<file path="config.mk">
export PLATFORM = sky130hd
export DESIGN_NAME = bpe_ram
export DESIGN_NICKNAME = d
export VERILOG_FILES = /design/src/rtl/bpe_ram.sv
export SDC_FILE = /design/constraint.sdc
export NUM_CORES = 1
export LEC_CHECK = 0
export BUFFER_PORTS_ARGS = -buffer_cell sky130_fd_sc_hd__buf_2
export CORE_MARGIN = 10
export CORE_UTILIZATION = 35
export DETAILED_ROUTE_END_ITERATION = 16
export HOLD_SLACK_MARGIN = 0.12
export PLACE_DENSITY = 0.58
export SLEW_MARGIN = 40
export SYNTH_ARGS = -nofsm -noshare
export SYNTH_HDL_FRONTEND = slang
export SYNTH_SLANG_ARGS = --single-unit
</file>
<file path="constraint.sdc">
create_clock -name clock -period 10.2 [get_ports clock]
set_input_delay 2.04 -clock clock [delete_from_list [all_inputs] [get_ports clock]]
set_output_delay 2.04 -clock clock [all_outputs]
set_load 0.01 [all_outputs]
</file>
<file path="src/rtl/bpe_ram.sv">
// Generic single-port-write, single-read RAM with registered read.
module bpe_ram #(
   parameter int unsigned WIDTH = 96,
   parameter int unsigned DEPTH = 16
) (
   input  logic                     clock,
   input  logic                     wr_en,
   input  logic [$clog2(DEPTH)-1:0] wr_addr,
   input  logic [WIDTH-1:0]         wr_data,
   input  logic [$clog2(DEPTH)-1:0] rd_addr,
   output logic [WIDTH-1:0]         rd_data
);
   logic [WIDTH-1:0] mem [DEPTH];

   always_ff @(posedge clock) begin
      if (wr_en) mem[wr_addr] <= wr_data;
      rd_data <= mem[rd_addr];
   end
endmodule

</file>
* Yosys cells after proc, flatten, opt, wreduce, memory -nomap -nowiden
Memory sizes are Yosys's and may differ from the RTL's. A register that Yosys moved wholly into a read port is not among the register bits. Cells that the tools add are included.
Word-level totals: register bits after elaboration 0, bits in writable memories 1536, input port bits 106, output and inout port bits 96, word-level logic and storage cells 3, memories 1
Operators by class: mux-type cells 2
Memories:
- mem | depth 16, bits a word 96, rd ports 1, clocked after Yosys merged registers in 1, wr ports 1, line 13 | logic [WIDTH-1:0] mem [DEPTH];
Operators with widths (count):
- 2-to-1 mux 1 bit | 2

* Logic depth before layout (Yosys ltp)
Gate-level depths: netlist of the first run.
depth in word-level cells 2, gate-level depth with buffers 6, gate-level depth less buffers 3

* Worst setup path before layout of the first run
Ideal clock, no wire load.
kind in2reg, start input wr_addr[2], end memory mem[0][0], enable pin, setup time 0.670 ns, arrival 9.048 ns, data required time 9.530 ns, path slack 0.482 ns, stages on the path 2, path buffers 0, cell sequence or3b_2 nor3_1
RTL lines:
- start, declared | line 8 | input logic [$clog2(DEPTH)-1:0] wr_addr,
- end, declared | line 13
Straight into the memory's write port.

* Worst setup path in the final report of the first run
start input wr_addr[2], end memory mem[2][79], enable pin
Straight into the memory's write port.

==> flow_metrics.py, run 1 <==
metrics = {
    "route": {
        "ant_nets": 0,
        "top_layer_used": "met5",
        "drt-wirelength-per-cell_microns": 27.21,
        "met1_length_microns": 57300,
        "dr_wl_met3_microns": 6541,
        "drc": 0,
        "vias": 26520,
        "drt_iter0_drc": 2177,
        "wl_met2_microns": 71430,
        "wirelength_microns": 139200,
        "via_per_inst": 5.184,
        "drt_pre_antenna_iters": 5,
    },
    "timing": {
        "fin_skew_ns": 0.01868,
        "finalCritPeriodShare": 0.3721,
        "fin_setup_tns_ns": 0,
        "max_freq_ghz": 0.2635,
        "period_needed_ns": 3.795,
        "whs_ns": 0.6639,
        "timing.final.ws_setup_ns": 6.405,
        "hold_viol": 0,
        "worstMarginPinSlew_ns": 0.8398,
        "final_max_slew_viol_count": 0,
        "slew_headroom": 0.4401,
        "finalSetupViolCount": 0,
        "rsz0062_at_grt": "no",
    },
    "floorplan": {
        "die_area_sq_um": 186500,
        "fp.coreArea_sq_um": 168900,
        "ios": 202,
        "rows": 151,
        "die_y_microns": 431.8,
        "start_util": 0.3514,
        "die_w_microns": 431.8,
    },
    "global_routing": {
        "antenna_found_initial": 38,
        "grt_max_degree": 92,
        "grt_pass1_wl_microns": 201000,
        "first_global_vias": 27740,
        "track_usage": 0.1477,
        "overflow": 0,
    },
    "clock_network": {
        "root_buffer": "clkbuf_16",
        "cts_resized": 0,
        "path_clk_slew_ns": 0.06,
        "clk_latency_ns": 0.79,
        "clk_path_buf_depth": 3,
        "htreeDepth": 4,
        "cts_tree": "yes",
        "cts_sinks": 1632,
        "numCtsBuffers": 159,
        "ctsHoldBuffers": 0,
        "cts_setup_buffers": 0,
    },
    "critical_path": {
        "crit_fanout": 31,
        "critical_path_buf_inv_count": 3,
        "cpMaxStageDelayCell": "buf_4",
        "crit_path_frequent_cell": "buf_4",
        "path_delay_family": "buffers and inverters",
        "startpoint": "wr_addr[2]",
        "worst_path_largest_cell_delay_ns": 0.71,
        "crit_arrival_ns": 4.20,
        "reg2reg_slack_ns": 8.86,
        "start_kind": "input port",
        "required_ns": 10.61,
        "crit_chain": "buf_2, or3b_2, nor2_4, buf_4, buf_4",
        "rr_startpoint": "mem[11][25]",
        "cp-end-kind": "register",
        "crit_type": "input port to register",
    },
    "worst_hold_path": {
        "worstHoldStart": "mem[7][19]",
        "min-delay-path-class": "register to register",
    },
    "synth": {
        "yosysWarnings": 0,
        "ys_seq_area_frac": 0.8095,
        "syn_area_sq_um": 59360,
        "syn_nets": 2566,
        "synth_edf_count": 1536,
        "synth_area_leaders": "edfxtp_1, mux4_2, dfxtp_1, a22oi_1, nand2_1",
        "synthArstFlopShare": 0,
        "synthFlopType": "edfxtp_1",
        "synth.top_cell.area_share": 0.7771,
        "synth_area_leader_cell": "edfxtp_1",
        "synthDistinctLibCells": 18,
        "synth_common_cells": "edfxtp_1, mux4_2, a22oi_1",
        "synth-seq-cells": 1632,
        "syn_inst": 2460,
        "synth_most_common_cell": "edfxtp_1",
        "syn_area_per_cell_sq_um": 24.13,
    },
    "layout": {
        "fillerInstances": 14710,
        "layout.nets": 2861,
        "final_area_sq_um": 68730,
        "synthToLayoutAreaGrowth_pct": 15.79,
        "postLayoutCoreUtil": 0.4069,
        "drive_above_1_share": 0.3096,
    },
    "run": {
        "cap_viol_max_count": 0,
    },
    "place": {
        "portBuffers": 201,
        "dp_hpwl_microns": 68890,
        "dpl_cell_area_sq_um": 63610,
        "gp_congestion": 0.6613,
        "place_ws_ns": 5.203,
    },
    "power": {
        "power.density_nw_per_um2": 202.4,
        "leakage_uw": 0.02177,
        "ir_drop_v": 0.0001683,
    },
    "run_status": {
        "status": "finished clean",
    },
}
-- report_power, final --
part           total [uW]  internal (uW)  leakage, uW  switching (uW)
sequential           7550           7500       0.0147            56.9
combinational         659            267      0.00460             392
clock                5700           3230      0.00248            2470
-- final cells by class --
cell class                      instances  area (sq um)  share of cell area
Antenna cell                            8         20.02           0.0002913
Clock buffer                          225          4441             0.06461
Clock inverter                         72         624.3            0.009084
Multi-Input combinational cell        699         10720              0.1559
Sequential cell                      1632         48050              0.6991
Tap cell                             2218          2775             0.04038
Timing Repair Buffer                  263          2103             0.03060
-- metal layers --
metal	track usage	vias up
met1	0.1884	14380
met3	0.02703	250
li1	-	11170
met5	0	-
met2	0.2555	706
met4	0.04604	20
-- registers in the layout (all words and copies together), names as in the netlist --
register  cells
rd_data      96
mem        1536
-- cell families (layout without fill, tap and decap cells) --
group / count (synthesis) / in the layout / share of synthesized area
DFF: 1632 / 1632 / 0.8095
other: 0 / 8 / 0
muxes: 384 / 384 / 0.1457
buffers and inverters: 129 / 560 / 0.01225
and+or+nand+nor: 123 / 123 / 0.008305
AOI/OAI and AO/OA: 192 / 192 / 0.02428
-- placed cells by master, fill, tap and decap left out, types with 9 or more instances in the layout --
| cell type | instances |
|---|---|
| buf_6 | 11 |
| clkbuf_1 | 48 |
| a22oi_1 | 192 |
| nand2_1 | 97 |
| inv_6 | 9 |
| clkinv_2 | 25 |
| buf_12 | 15 |
| clkbuf_8 | 15 |
| edfxtp_1 | 1536 |
| clkinv_1 | 22 |
| buf_16 | 18 |
| nor2_4 | 13 |
| buf_4 | 15 |
| mux4_2 | 384 |
| dfxtp_1 | 96 |
| buf_2 | 199 |
| clkbuf_16 | 162 |
-- worst paths after layout --
check | endpoint | cells after the start
worst max-delay path | mem[2][79] | 5
worst min-delay path | rd_data[19] | 3
worst max register to register | rd_data[25] | 3
worst min register to register | rd_data[19] | 3
-- stage by stage --
step / total power [uW] / cells
final: 13910 / 5117
after global routing: 14390 / 5115
after CTS: 14070 / 5108
after detailed placement: 8377 / 4811
after global placement: 8355 / 4791
after floorplan: 8063 / 2460
-- worst min-delay path, cell delays in order (launching register included) --
cell and delay [ns]:
edfxtp_1 0.31, mux4_2 0.22, a22oi_1 0.06, nand2_1 0.06
No activity file was read; power rests on OpenSTA's default activity.
==> inputs of run 2 (changes only) <==
--- a/config.mk
+++ b/config.mk
@@ -5,6 +5,7 @@
 export SDC_FILE = /design/constraint.sdc
 export NUM_CORES = 1
 export LEC_CHECK = 0
+export ABC_AREA = 1
 export BUFFER_PORTS_ARGS = -buffer_cell sky130_fd_sc_hd__buf_2
 export CORE_MARGIN = 10
 export CORE_UTILIZATION = 35
==> constraint.sdc (replaced) <==
create_clock -name clock -period 3.19 [get_ports clock]
set_input_delay 0.638 -clock clock [delete_from_list [all_inputs] [get_ports clock]]
set_output_delay 0.638 -clock clock [all_outputs]
set_load 0.01 [all_outputs]
==> run 2 against run 1 <==
Compared with the run above:
- cell count is 79% higher
- synthesized cell count rose to 2.6 times the previous value
- clock power increased to 3.4 times the previous value
- combinational power grew to 4.3 times the previous value
- core utilization down 0.58 points
==> flow_metrics.py, run 2 <==
metrics = {
    "timing": {
        "slew_headroom": 0.4438,
        "finalCritPeriodShare": 0.6712,
        "fin_setup_tns_ns": 0,
        "finalSetupViolCount": 0,
        "final_max_slew_viol_count": 0,
        "worstMarginPinSlew_ns": 0.8343,
        "max_freq_ghz": 0.4670,
        "period_needed_ns": 2.141,
        "fin_skew_ns": 0.03065,
        "rsz0062_at_grt": "no",
        "hold_viol": 0,
    },
    "synth": {
        "synth-seq-cells": 1632,
        "synthArstFlopShare": 0,
        "synth.top_cell.area_share": 0.6819,
        "synth_most_common_cell": "nand2_1",
        "synthDistinctLibCells": 15,
        "synth_area_leaders": "edfxtp_1, nand2_1, nand3_1, inv_1, dfxtp_1",
        "syn_nets": 6408,
        "synth_common_cells": "nand2_1, edfxtp_1, inv_1",
        "synthFlopType": "edfxtp_1",
        "syn_area_sq_um": 67640,
        "syn_inst": 6302,
        "syn_area_per_cell_sq_um": 10.73,
        "synth_area_leader_cell": "edfxtp_1",
        "ys_seq_area_frac": 0.7103,
        "yosysWarnings": 0,
        "synth_edf_count": 1536,
    },
    "critical_path": {
        "rr_endpoint": "rd_data[61]",
        "startpoint": "rd_data[9]",
        "critical_path_buf_inv_count": 1,
        "worst_path_largest_cell_delay_ns": 0.52,
        "rr_startpoint": "mem[12][61]",
        "crit_chain": "buf_2",
        "reg2reg_slack_ns": 2.00,
        "crit_fanout": 1,
        "reg2regPathDepth": 6,
        "path_delay_family": "flip-flops",
        "crit_type": "register to output pin",
        "cpMaxStageDelayCell": "dfxtp_1",
        "required_ns": 2.55,
        "start_kind": "register",
        "cp-end-kind": "output pin",
        "crit_arrival_ns": 1.50,
    },
    "layout": {
        "layout_commonest_cell": "nand2_1",
        "drive_above_1_share": 0.08491,
        "postLayoutCoreUtil": 0.4011,
        "layout.nets": 6569,
        "largest_reg_flops": 1536,
        "top_regs": "mem (1536), rd_data (96)",
        "regMostFlops": "mem",
        "final_cell_mix": "nand2_1, edfxtp_1, inv_1, nand3_1, buf_2",
        "fillerInstances": 18260,
        "synthToLayoutAreaGrowth_pct": 14.07,
    },
    "route": {
        "wirelength_microns": 178000,
        "drc": 0,
        "via_per_inst": 4.734,
        "vias": 43290,
        "ant_nets": 0,
        "drt_pre_antenna_iters": 7,
        "drt_iter0_drc": 3799,
        "drt-wirelength-per-cell_microns": 19.46,
    },
    "run": {
        "cap_viol_max_count": 0,
    },
    "clock_network": {
        "root_buffer": "clkbuf_16",
        "cts_resized": 0,
        "cts_tree": "yes",
        "htreeDepth": 4,
        "cts_sinks": 1632,
        "clk_latency_ns": 0.79,
        "numCtsBuffers": 169,
        "ctsHoldBuffers": 0,
        "cts_setup_buffers": 0,
        "clk_path_buf_depth": 3,
        "path_clk_slew_ns": 0.06,
    },
    "floorplan": {
        "die_w_microns": 459.6,
        "ios": 202,
        "die_y_microns": 459.6,
        "fp.coreArea_sq_um": 192400,
        "die_area_sq_um": 211300,
        "start_util": 0.3516,
        "rows": 161,
    },
    "place": {
        "gp_congestion": 0.7606,
        "dp_hpwl_microns": 92480,
        "portBuffers": 201,
    },
    "power": {
        "power.density_nw_per_um2": 597.0,
        "ir_drop_v": 0.0004281,
        "power_frac_comb": 0.062,
        "leakage_uw": 0.03244,
        "p_sw_uw": 10520,
        "pwr-share-clk": 0.414,
        "internal_power_uw": 35550,
        "switching_share": 0.2283,
        "p_seq_frac": 0.524,
    },
    "global_routing": {
        "grt_max_degree": 146,
        "track_usage": 0.1648,
        "overflow": 0,
        "grt_pass1_wl_microns": 266900,
        "antenna_found_initial": 51,
        "first_global_vias": 42120,
    },
    "run_status": {
        "status": "finished clean",
    },
    "worst_hold_path": {
        "min-delay-path-class": "input port to register",
        "whs_endpoint": "mem[7][52]",
        "worstHoldStart": "wr_data[52]",
        "hold_path_depth": 1,
    },
}
==> run 2: changes by cell type after synthesis, sizes merged, moves of 2 or more <==
cell | before | now
nand2 | 97 | 2021
inv | 0 | 1157
nand3 | 1 | 1153
mux4 | 384 | 0
a22oi | 192 | 0
buf | 83 | 250
clkbuf | 46 | 69
nor2 | 13 | 17
nor3 | 4 | 0
nand2b | 2 | 0
nor2b | 2 | 0
==> run 2: per-stage QoR <==
stage,cells,hold slack [ns],area (sq um),power (uW),setup slack [ns]
after CTS,9133,0.1437,77130,46510,0.9185
after detailed placement,8818,0.6294,71800,27480,0.7796
after global routing,9138,0.1719,77140,47720,0.9803
final,9145,0.2154,77160,46070,1.049
after global placement,8818,0.6325,71800,27440,0.7716
after floorplan,6302,0.6074,67680,26200,-0.6636
==> run 2: worst max path at each step <==
stage | endpoint | cells after the start
5_1_grt | rd_data[15] | 1
3_5_place_dp | rd_data[46] | 8
6_report | rd_data[9] | 1
4_1_cts | rd_data[9] | 1
3_3_place_gp | rd_data[47] | 8
2_1_floorplan | mem[10][0] | 2
==> run 2: routing by layer <==
metal | share of wire | GRT usage
met1 | 0.43 | 0.2180
met2 | 0.47 | 0.2724
met3 | 0.068 | 0.03616
met4 | 0.025 | 0.04599
met5 | 0.00079 | 0
==> run 2: cell families after synthesis <==
group | synth area share
AND/OR/NAND/NOR | 0.1986
buffers and inverters | 0.09110
flip-flops | 0.7103
==> run 2: area by class of cell <==
class / instances / area, sq um / area share
antenna: 12 / 30.03 / 0.0003892
clock buffer: 228 / 4582 / 0.05938
clock inverter: 87 / 745.7 / 0.009664
inverter: 1158 / 4374 / 0.05669
multi-input combinational: 3193 / 13560 / 0.1757
sequential: 1632 / 48050 / 0.6227
tap: 2526 / 3161 / 0.04096
timing repair buffer: 309 / 2666 / 0.03456
==> run 2: power by group through the flow <==
stage | clock network [uW] | registers (uW) | logic (uW)
finish | 19100 | 24200 | 2840
global placement | 0 | 24600 | 2840
CTS | 19500 | 24200 | 2880
floorplan | 0 | 24600 | 1580
global route | 20400 | 24200 | 3170
detailed placement | 0 | 24600 | 2870
