`config.mk`:
```
export PLATFORM = sky130hd
export DESIGN_NAME = bpe_lerp
export DESIGN_NICKNAME = d
export VERILOG_FILES = /design/src/rtl/bpe_pkg.sv /design/src/rtl/bpe_lerp.sv
export SDC_FILE = /design/constraint.sdc
export NUM_CORES = 1
export LEC_CHECK = 0
export ABC_CLOCK_PERIOD_IN_PS = 23700
export BUFFER_PORTS_ARGS = -buffer_cell sky130_fd_sc_hd__buf_2
export CAP_MARGIN = 20
export CORE_ASPECT_RATIO = 1.4
export CORE_MARGIN = 3
export CORE_UTILIZATION = 65
export DETAILED_ROUTE_END_ITERATION = 16
export GPL_ROUTABILITY_DRIVEN = 0
export PLACE_DENSITY_LB_ADDON = 0.25
export SYNTH_ARGS = -nofsm -noshare
export SYNTH_HDL_FRONTEND = slang
export SYNTH_SLANG_ARGS = --single-unit
```
`constraint.sdc`:
```
create_clock -name clock -period 23.7 [get_ports clock]
set_clock_uncertainty 0.15 [all_clocks]
set_input_delay 1.185 -clock clock [delete_from_list [all_inputs] [get_ports clock]]
set_output_delay 1.185 -clock clock [all_outputs]
set_load 0.02 [all_outputs]
```
`src/rtl/bpe_pkg.sv`:
```
// Shared types and constants for the Bezier patch evaluator.
package bpe_pkg;
   localparam int unsigned COORD_W = 32;
   localparam int unsigned NPTS    = 16;
   localparam int unsigned IDX_W   = 4;
   localparam int unsigned GRID_W  = 6;
   localparam int unsigned STEP_W  = 3;

   // step registers saturate here; GRID_W and the lerp width are sized for 2^MAX_STEPS
   localparam logic [STEP_W-1:0] MAX_STEPS = 3'd5;

   localparam logic CMD_WRITE = 1'b0;
   localparam logic CMD_EVAL  = 1'b1;

   localparam logic CSR_U_STEPS = 1'b0;
   localparam logic CSR_V_STEPS = 1'b1;

   localparam logic [STEP_W-1:0] STEPS_RESET = 3'd3;

   typedef logic signed [COORD_W-1:0] coord_type;

   typedef struct packed {
      coord_type x;
      coord_type y;
      coord_type z;
   } point_type;

   // reset control net: x = -3 + 2u, y = 0, z = -3 + 2v (Q16.16)
   function automatic point_type default_point(input logic [IDX_W-1:0] idx);
      point_type p;
      p.x = coord_type'((-3 + 2 * int'(idx[1:0])) * 65536);
      p.y = '0;
      p.z = coord_type'((-3 + 2 * int'(idx[3:2])) * 65536);
      return p;
   endfunction
endpackage

```
`src/rtl/bpe_lerp.sv`:
```
// One registered interpolation a + (((b - a) * k) >> s), floor shift.
module bpe_lerp (
   input  logic                               clock,
   input  bpe_pkg::coord_type                 a,
   input  bpe_pkg::coord_type                 b,
   input  logic [bpe_pkg::GRID_W-1:0]         k,
   input  logic [bpe_pkg::STEP_W-1:0]         s,
   output bpe_pkg::coord_type                 y_ff
);
   logic signed [bpe_pkg::COORD_W:0]    diff;
   logic signed [bpe_pkg::COORD_W+7:0]  prod;
   logic signed [bpe_pkg::COORD_W+7:0]  shifted;
   logic signed [bpe_pkg::COORD_W+7:0]  sum;
   bpe_pkg::coord_type                  y_in;

   always_comb begin
      diff    = {b[bpe_pkg::COORD_W-1], b} - {a[bpe_pkg::COORD_W-1], a};
      prod    = diff * $signed({1'b0, k});
      shifted = prod >>> s;
      sum     = shifted + (bpe_pkg::COORD_W+8)'(a);
      y_in    = sum[bpe_pkg::COORD_W-1:0];
   end

   always_ff @(posedge clock) y_ff <= y_in;
endmodule
```
# After elaboration in Yosys (flattened, before gate mapping)

Index checks and enable logic that the tools add are counted.

Word-level logic and storage cells: 5
Register bits: 32
Output and inout port bits: 32
Input bits: 74

Multipliers: 1
Shift operators: 1
$add $sub $neg: 2

Operators by type and width:

| cell           | count |
|---|---|
| $mul 33x7->40  | 1 |
| $sshr 40x3->32 | 1 |
| $sub 32x32->33 | 1 |
| $add 32x32->32 | 1 |

# Logic depth before layout (Yosys ltp)

Gate-level depths: netlist of run 1.

Word-level depth: 4
Depth in mapped cells: 44
Depth with buffers taken out: 43

# Worst setup path before layout of run 1

No wires, ideal clock.

Kind: in2reg
From: input port b[0]
To: register y_ff[31]
Stages: 41
Data required time: 23.432 ns
Slack: 13.925 ns
Setup time: 0.118 ns
Arrival time: 9.507 ns
Buffers on the path: 1
Cell sequence: inv_1 ha_1 fa_1 nand2b_1 a21o_1 a32oi_1 o211a_1 a21o_1 a21oi_1 nor2b_1 o21ai_0 a21boi_1 buf_2 nand3_1 o211ai_1 fa_1 fa_1 fa_1 (+5 left out) nor2_1 a21oi_1 o31ai_1 a31oi_4 xnor2_1 nand2_1 nand2_1 o22a_1 mux2_2 ha_1 nand2_1 or2_2 o311a_1 o31a_1 o21ai_1 a21oi_1 xnor2_1 xnor2_1

Cells in the longest elaborated chain, start to end: 4

RTL lines:

| item                   | RTL line       | RTL |
|---|---|---|
| from (decl)            | bpe_lerp.sv:5  | `input bpe_pkg::coord_type b,` |
| $sub 32x32->33         | bpe_lerp.sv:17 | `diff = {b[bpe_pkg::COORD_W-1], b} - {a[bpe_pkg::COORD_W-1], a};` |
| $mul 33x7->40          | bpe_lerp.sv:18 | `prod = diff * $signed({1'b0, k});` |
| $sshr 40x3->32         | bpe_lerp.sv:19 | `shifted = prod >>> s;` |
| $add 32x32->32         | bpe_lerp.sv:20 | `sum = shifted + (bpe_pkg::COORD_W+8)'(a);` |
| named net sum, one bit | bpe_lerp.sv:13 | `logic signed [bpe_pkg::COORD_W+7:0] sum;` |
| to (signal assigned)   | bpe_lerp.sv:24 | `always_ff @(posedge clock) y_ff <= y_in;` |
| to (decl)              | bpe_lerp.sv:8  | `output bpe_pkg::coord_type y_ff` |

The timed path passes the listed nets, and every way through them passes these cells.

# Worst setup path after layout of run 1

From: input port a[0]
To: register y_ff[31]

Cells in the longest elaborated chain, start to end: 4

RTL lines:

| item                   | RTL line       | RTL |
|---|---|---|
| from (decl)            | bpe_lerp.sv:4  | `input bpe_pkg::coord_type a,` |
| $sub 32x32->33         | bpe_lerp.sv:17 |  |
| $mul 33x7->40          | bpe_lerp.sv:18 |  |
| $sshr 40x3->32         | bpe_lerp.sv:19 |  |
| $add 32x32->32 (*)     | bpe_lerp.sv:20 |  |
| named net sum, one bit | bpe_lerp.sv:13 |  |

Mark *: on every way through the listed nets, which the timed path passes. The rest lies on a longest branch.

==> results of run 1 <==
placed cells by master (no fill, tap or decap), types with 5 or more instances in the layout:
cell type,n
or3_1,6
o21ai_1,12
buf_2,105
a21oi_1,106
nand2b_1,13
nand2_1,133
a211oi_1,5
fa_1,135
nand3_1,37
xnor2_1,65
nor2b_1,32
xor2_1,27
mux2i_1,44
and3_1,10
o211ai_1,18
o21ai_0,52
clkbuf_16,5
a31oi_1,10
nor3b_1,6
nor3_1,8
o21bai_1,14
mux2_2,19
nand4_1,12
ha_1,143
o21a_1,13
dfxtp_1,32
a21o_1,40
or2_2,5
nor2_1,72
and2_1,133
inv_1,218
metal layers:
layer	up-vias	track usage (%)	part of all wire, %
li1	5278	-	-
met1	5315	39.8	44
met2	349	51.0	49
met3	64	1.17	4.9
met4	0	10.4	2.9
met5	-	0	0
cells in the mapped netlist, drive strengths merged (3+ instances only):
library cell    n
or3             6
xnor2          66
a21boi          4
ha            143
a21o           40
a31o            3
fa            135
o211ai         18
o22ai           4
nor3            9
o21a           13
or2             5
buf             9
and3           10
a211oi          9
nand2b         13
and2          133
nand3          37
nor3b           7
o31ai           6
o41ai           3
nor2b          32
nand3b          4
inv           220
nor2           72
o21ai          68
a211o           4
o21bai         14
nor4            3
mux2           20
a31oi          12
clkbuf         42
a21oi         107
xor2           27
mux2i          44
nand2         133
dfxtp          32
nand4          13
o2111ai         3
per-stage QoR:
stage	area (um2)	setup slack (ns)	util [%]
after global routing	13200	11.77	70.7
after global placement	13000	12.55	69.8
after detailed placement	13000	12.30	69.8
after floorplan	12400	13.92	-
final	13200	12.46	70.7
after CTS	13100	12.59	70.6
cell families (layout without fill, tap and decap cells):
group | after synthesis | count (layout)
AND/OR/NAND/NOR | 482 | 482
AO/OA/AOI/OAI | 326 | 326
adder cells (fa/ha/maj) | 278 | 278
buffers and inverters | 271 | 333
XOR/XNOR | 93 | 93
multiplexers | 66 | 66
flip-flops | 32 | 32
critical path, delay by kind of cell:
family / cells / cell delay (ns)
buffers and inverters: 3 / 0.22
AO/OA/AOI/OAI: 16 / 4.08
multiplexers: 2 / 0.42
adder cells (fa/ha/maj): 8 / 3.45
XOR/XNOR: 3 / 0.45
AND/OR/NAND/NOR: 8 / 1.44
final cells by class:
cell class	instances	area [um2]
multi-input combinational	1245	10700
tap	244	305
clock buffer	7	153
fill	1509	5450
timing repair buffer	106	541
sequential	32	641
inverter	220	826
worst paths after layout:
| path | to | slack (ns) | cells past startpoint |
|---|---|---|---|
| worst min-delay path | y_ff[0] | 1.03 | 2 |
| worst max-delay path | y_ff[31] | 12.46 | 40 |
==> results_dict.tcl, run 1 <==
set metrics [dict create \
    status "finished clean" \
    max_freq_ghz 0.0890 \
    grt_pass1_wl_um 50900 \
    critPathKind "in -> reg" \
    min_period_over_period_pct 47.4 \
    core_area_um2 18600 \
    syn_inst 1548 \
    synth_top_area_share_pct 21.9 \
    synth-edff-count 0 \
    ys_warn_count 0 \
    cap_violations 0 \
    die_x_um 123 \
    grt_max_degree 36 \
    crit_fanout 12 \
    antenna_left 0 \
    hold_viol 0 \
    synth-seq-area-share_pct 5.18 \
    path_clk_slew_ns 0.05 \
    fin_nets 1962 \
    start_util_pct 66.4 \
    ys_ff_latch 32 \
    arrival_ns 11.26 \
    synth_compound_area_share_pct 17.4 \
    crit_start "a[0]" \
    muxShareOfSynthArea_pct 5.78 \
    rsz0062_at_grt "no" \
    cp-end-kind "register" \
    cts_root_buf "clkbuf_16" \
    startpoint_type "input pin" \
    numCtsBuffers 5 \
    syn_area_um2 12400 \
    antenna_found_initial 0 \
    dpl.cell_count 1846 \
    cts.htree.levels 2 \
    grt_pass1_vias 11100 \
    synth.largest_area_cell "fa_1" \
    drive_above_1_share_pct 10.5 \
    dieArea_um2 20700 \
    drv_slew 0 \
    synthTopCellsByArea "fa_1 (22%), ha_1 (14%), and2_1 (6.7%)" \
    track_usage_pct 29.6 \
    syn_to_final_growth_pct 6.46 \
    dieHeight_um 169 \
    ios 106 \
    cts.sinks 32 \
    regMostFlops "y_ff" \
    avgSynthCellArea_um2 7.98 \
    synthSimpleGateAreaFrac_pct 20.3 \
    synthDistinctLibCells 78 \
    post_drt_wl_per_cell_um 16.4 \
    instances_no_fill 1854 \
    core.rowCount 59 \
    largest_reg_flops 32 \
    io_buffers 105 \
    synthAdderAreaFrac_pct 36.4 \
    dr.first_iter.drc_count 635 \
    hold_start "a[0]" \
    via_per_inst 5.94 \
    synth_top_family_by_area "adder cells" \
    detail_route.first_pass.iterations 5 \
    setup-tns-final_ns 0 \
    min_path_type "in -> reg" \
    relSlewSlack_pct 36.5 \
    period_needed_ns 11.24 \
    ys_dominant_reg_cell "dfxtp_1" \
    hold_slack_ns 1.03 \
    async_flop_share_pct 0 \
    required_ns 23.72 \
    slowest_stage "a21boi_1" \
    cts.path.max_buffers 2 \
    crit_top_cell "fa_1" \
    synth-xor-area-share_pct 6.65 \
    ctsHoldBuffers 0 \
    post_cts_buffers 0 \
    drc_errors 0 \
    worstMarginPinSlew_ns 0.951 \
    grt.overflow.total 0 \
    dpl.hpwl_um 25400 \
    syn_nets 1900 \
    antenna_cells 0 \
    cts_resized 0 \
    setup_viol 0 \
    num_vias 11000 \
    max_stage_delay_ns 0.77 \
    largest_registers "y_ff: 32 flops" \
    routed_wl_um 30400 \
    cts_tree "yes" \
]
Power of run 1 is left out: the tool's default activity adds up to more than one toggle a clock period on the data nets, which glitch-free logic cannot reach.
==> inputs of run 2 (changes only) <==
Settings changed: ABC_AREA set to 1, ABC_CLOCK_PERIOD_IN_PS 23700 to 9800, CORE_UTILIZATION 65 to 57.
Clock period 23.7 ns to 9.8 ns, I/O delays scaled along.
==> results_dict.tcl, run 2 <==
set metrics [dict create \
    synth_most_common_cell "nand2_1" \
    synthSimpleGateAreaFrac_pct 28.3 \
    async_flop_share_pct 0 \
    crit_top_cell "nand2_1" \
    cts.htree.levels 2 \
    detail_route.first_pass.iterations 8 \
    syn_inst 1853 \
    startpoint_type "input pin" \
    start_util_pct 58.3 \
    grt_busiest_layer "met2" \
    drive_above_1_share_pct 9.21 \
    cp-end-kind "register" \
    grt_max_degree 39 \
    relSlewSlack_pct 37.2 \
    ys_ff_latch 32 \
    layout.cells.most_common "nand2_1" \
    grt_use_met1_pct 38.4 \
    hold_start "a[0]" \
    min_period_over_period_pct 90.7 \
    setup-tns-final_ns 0 \
    synth_compound_area_share_pct 12.9 \
    ctsHoldBuffers 0 \
    antenna_cells 0 \
    status "finished clean" \
    muxShareOfSynthArea_pct 0.562 \
    synth.largest_area_cell "fa_1" \
    synth_commonest_cells "nand2_1 (346), inv_1 (324), nor2_1 (250), nand3_1 (146), ha_1 (143)" \
    regMostFlops "y_ff" \
    cts_resized 0 \
    synth_top_family_by_area "adder cells" \
    grt_pass1_wl_um 59000 \
    dieHeight_um 181 \
    gr-usage-met3_pct 2.22 \
    slowest_stage "nor4_1" \
    min_path_type "in -> reg" \
    synth-xor-area-share_pct 5.99 \
    cts_tree "yes" \
    crit_start "a[14]" \
    synthDistinctLibCells 54 \
    drc_errors 0 \
    setup_viol 0 \
    io_buffers 105 \
    worstMarginPinSlew_ns 0.941 \
    critPathKind "in -> reg" \
    largest_reg_flops 32 \
    crit_fanout 5 \
    cap_violations 0 \
    cts.path.max_buffers 2 \
    dr.first_iter.drc_count 983 \
    path_clk_slew_ns 0.05 \
    num_vias 12600 \
    syn_to_final_growth_pct 7.42 \
    min_to "y_ff[0]" \
    hold_viol 0 \
    post_drt_wl_per_cell_um 16.1 \
    die_x_um 131 \
    antenna_left 0 \
    ys_dominant_reg_cell "dfxtp_1" \
    ios 106 \
    period_needed_ns 8.89 \
    hold_path_depth 2 \
    antenna_found_initial 0 \
    synth_top_area_share_pct 21.7 \
    largest_registers "y_ff: 32 flops" \
    synth-seq-area-share_pct 5.14 \
    routed_wl_um 35900 \
    fin_nets 2284 \
    dieArea_um2 23700 \
    use_met2_pct 52.6 \
    numCtsBuffers 5 \
    synthAdderAreaFrac_pct 36.0 \
    rsz0062_at_grt "no" \
    cts.sinks 32 \
    track_usage_pct 30.6 \
    core_area_um2 21400 \
    grt.overflow.total 0 \
    arrival_ns 8.95 \
    required_ns 9.86 \
    dpl.hpwl_um 30900 \
    cts_root_buf "clkbuf_16" \
    synthTopCellsByArea "fa_1 (22%), ha_1 (14%), nand2_1 (10%)" \
    drv_slew 0 \
    core.rowCount 63 \
    grt_pass1_vias 12900 \
    final_cell_mix "nand2_1 (346), inv_1 (324), nor2_1 (250)" \
    max_stage_delay_ns 0.81 \
    post_cts_buffers 0 \
    max_freq_ghz 0.113 \
    syn_area_um2 12500 \
    syn_nets 2205 \
    ys_warn_count 0 \
    synth-edff-count 0 \
    avgSynthCellArea_um2 6.73 \
    via_per_inst 5.66 \
]
## run 2: cell types whose count changed after synthesis, sizes merged, moves of 19 or more
cell / before / now
inv: 220 / 326
mux2i: 44 / 7
nand3: 37 / 149
nor2: 72 / 251
xor2: 27 / 56
mux2: 20 / 0
nand2: 133 / 352
and2: 133 / 1
xnor2: 66 / 25
or2: 5 / 32
nor2b: 32 / 0
a21o: 40 / 8
clkbuf: 42 / 23
## run 2: how the worst max path moves through the flow
stage               endpoint  depth (start not counted)
finish              y_ff[27]                         39
global route        y_ff[27]                         43
CTS                 y_ff[27]                         41
detailed placement  y_ff[27]                         41
global placement    y_ff[27]                         41
floorplan           y_ff[30]                         43
## run 2: worst max-delay path: cells and delay by family
kind | cells | cell delay, ns
AO/OA/AOI/OAI | 5 | 1.03
XOR/XNOR | 1 | 0.14
adder cells (fa/ha/maj) | 7 | 3.18
buffers and inverters | 5 | 0.36
AND/OR/NAND/NOR | 21 | 3.73
## run 2: through the flow
stage | instances | utilization [%] | area (um2) | hold WS [ns] | setup slack (ns)
3_3_place_gp | 2217 | 62.0 | 13200 | 0.601 | 0.806
4_1_cts | 2225 | 62.7 | 13400 | 0.312 | 1.06
6_report | 2225 | 62.7 | 13400 | 0.323 | 0.915
5_1_grt | 2225 | 62.7 | 13400 | 0.333 | 0.402
2_1_floorplan | 1853 | - | 12500 | 0.470 | 2.30
3_5_place_dp | 2217 | 62.0 | 13200 | 0.599 | 0.758
## run 2: final cells by class
type	count	area, um2
well taps	292	365
fillers	2043	7970
inverters	326	1220
clock buffers	6	139
repair buffers	111	571
multi-input cells	1456	10400
flip-flops and latches	32	641
clock inverters	2	10.0
## run 2: logic make-up after synthesis
family	count (synthesis)
and+or+nand+nor	827
adders and majority gates	278
AOI/OAI and AO/OA	263
xor gates and xnor gates	81
buffers and inverters	365
DFF	32
muxes	7
## run 2: layer usage
| metal | part of all wire (%) | vias to the layer above | wire length [um] |
|---|---|---|---|
| li1 | - | 6033 | - |
| met1 | 40 | 5914 | 14500 |
| met2 | 49 | 519 | 17500 |
| met3 | 5.8 | 126 | 2080 |
| met4 | 5.2 | 0 | 1850 |
| met5 | 0 | - | 0 |
Power of run 2 is left out for the same reason.
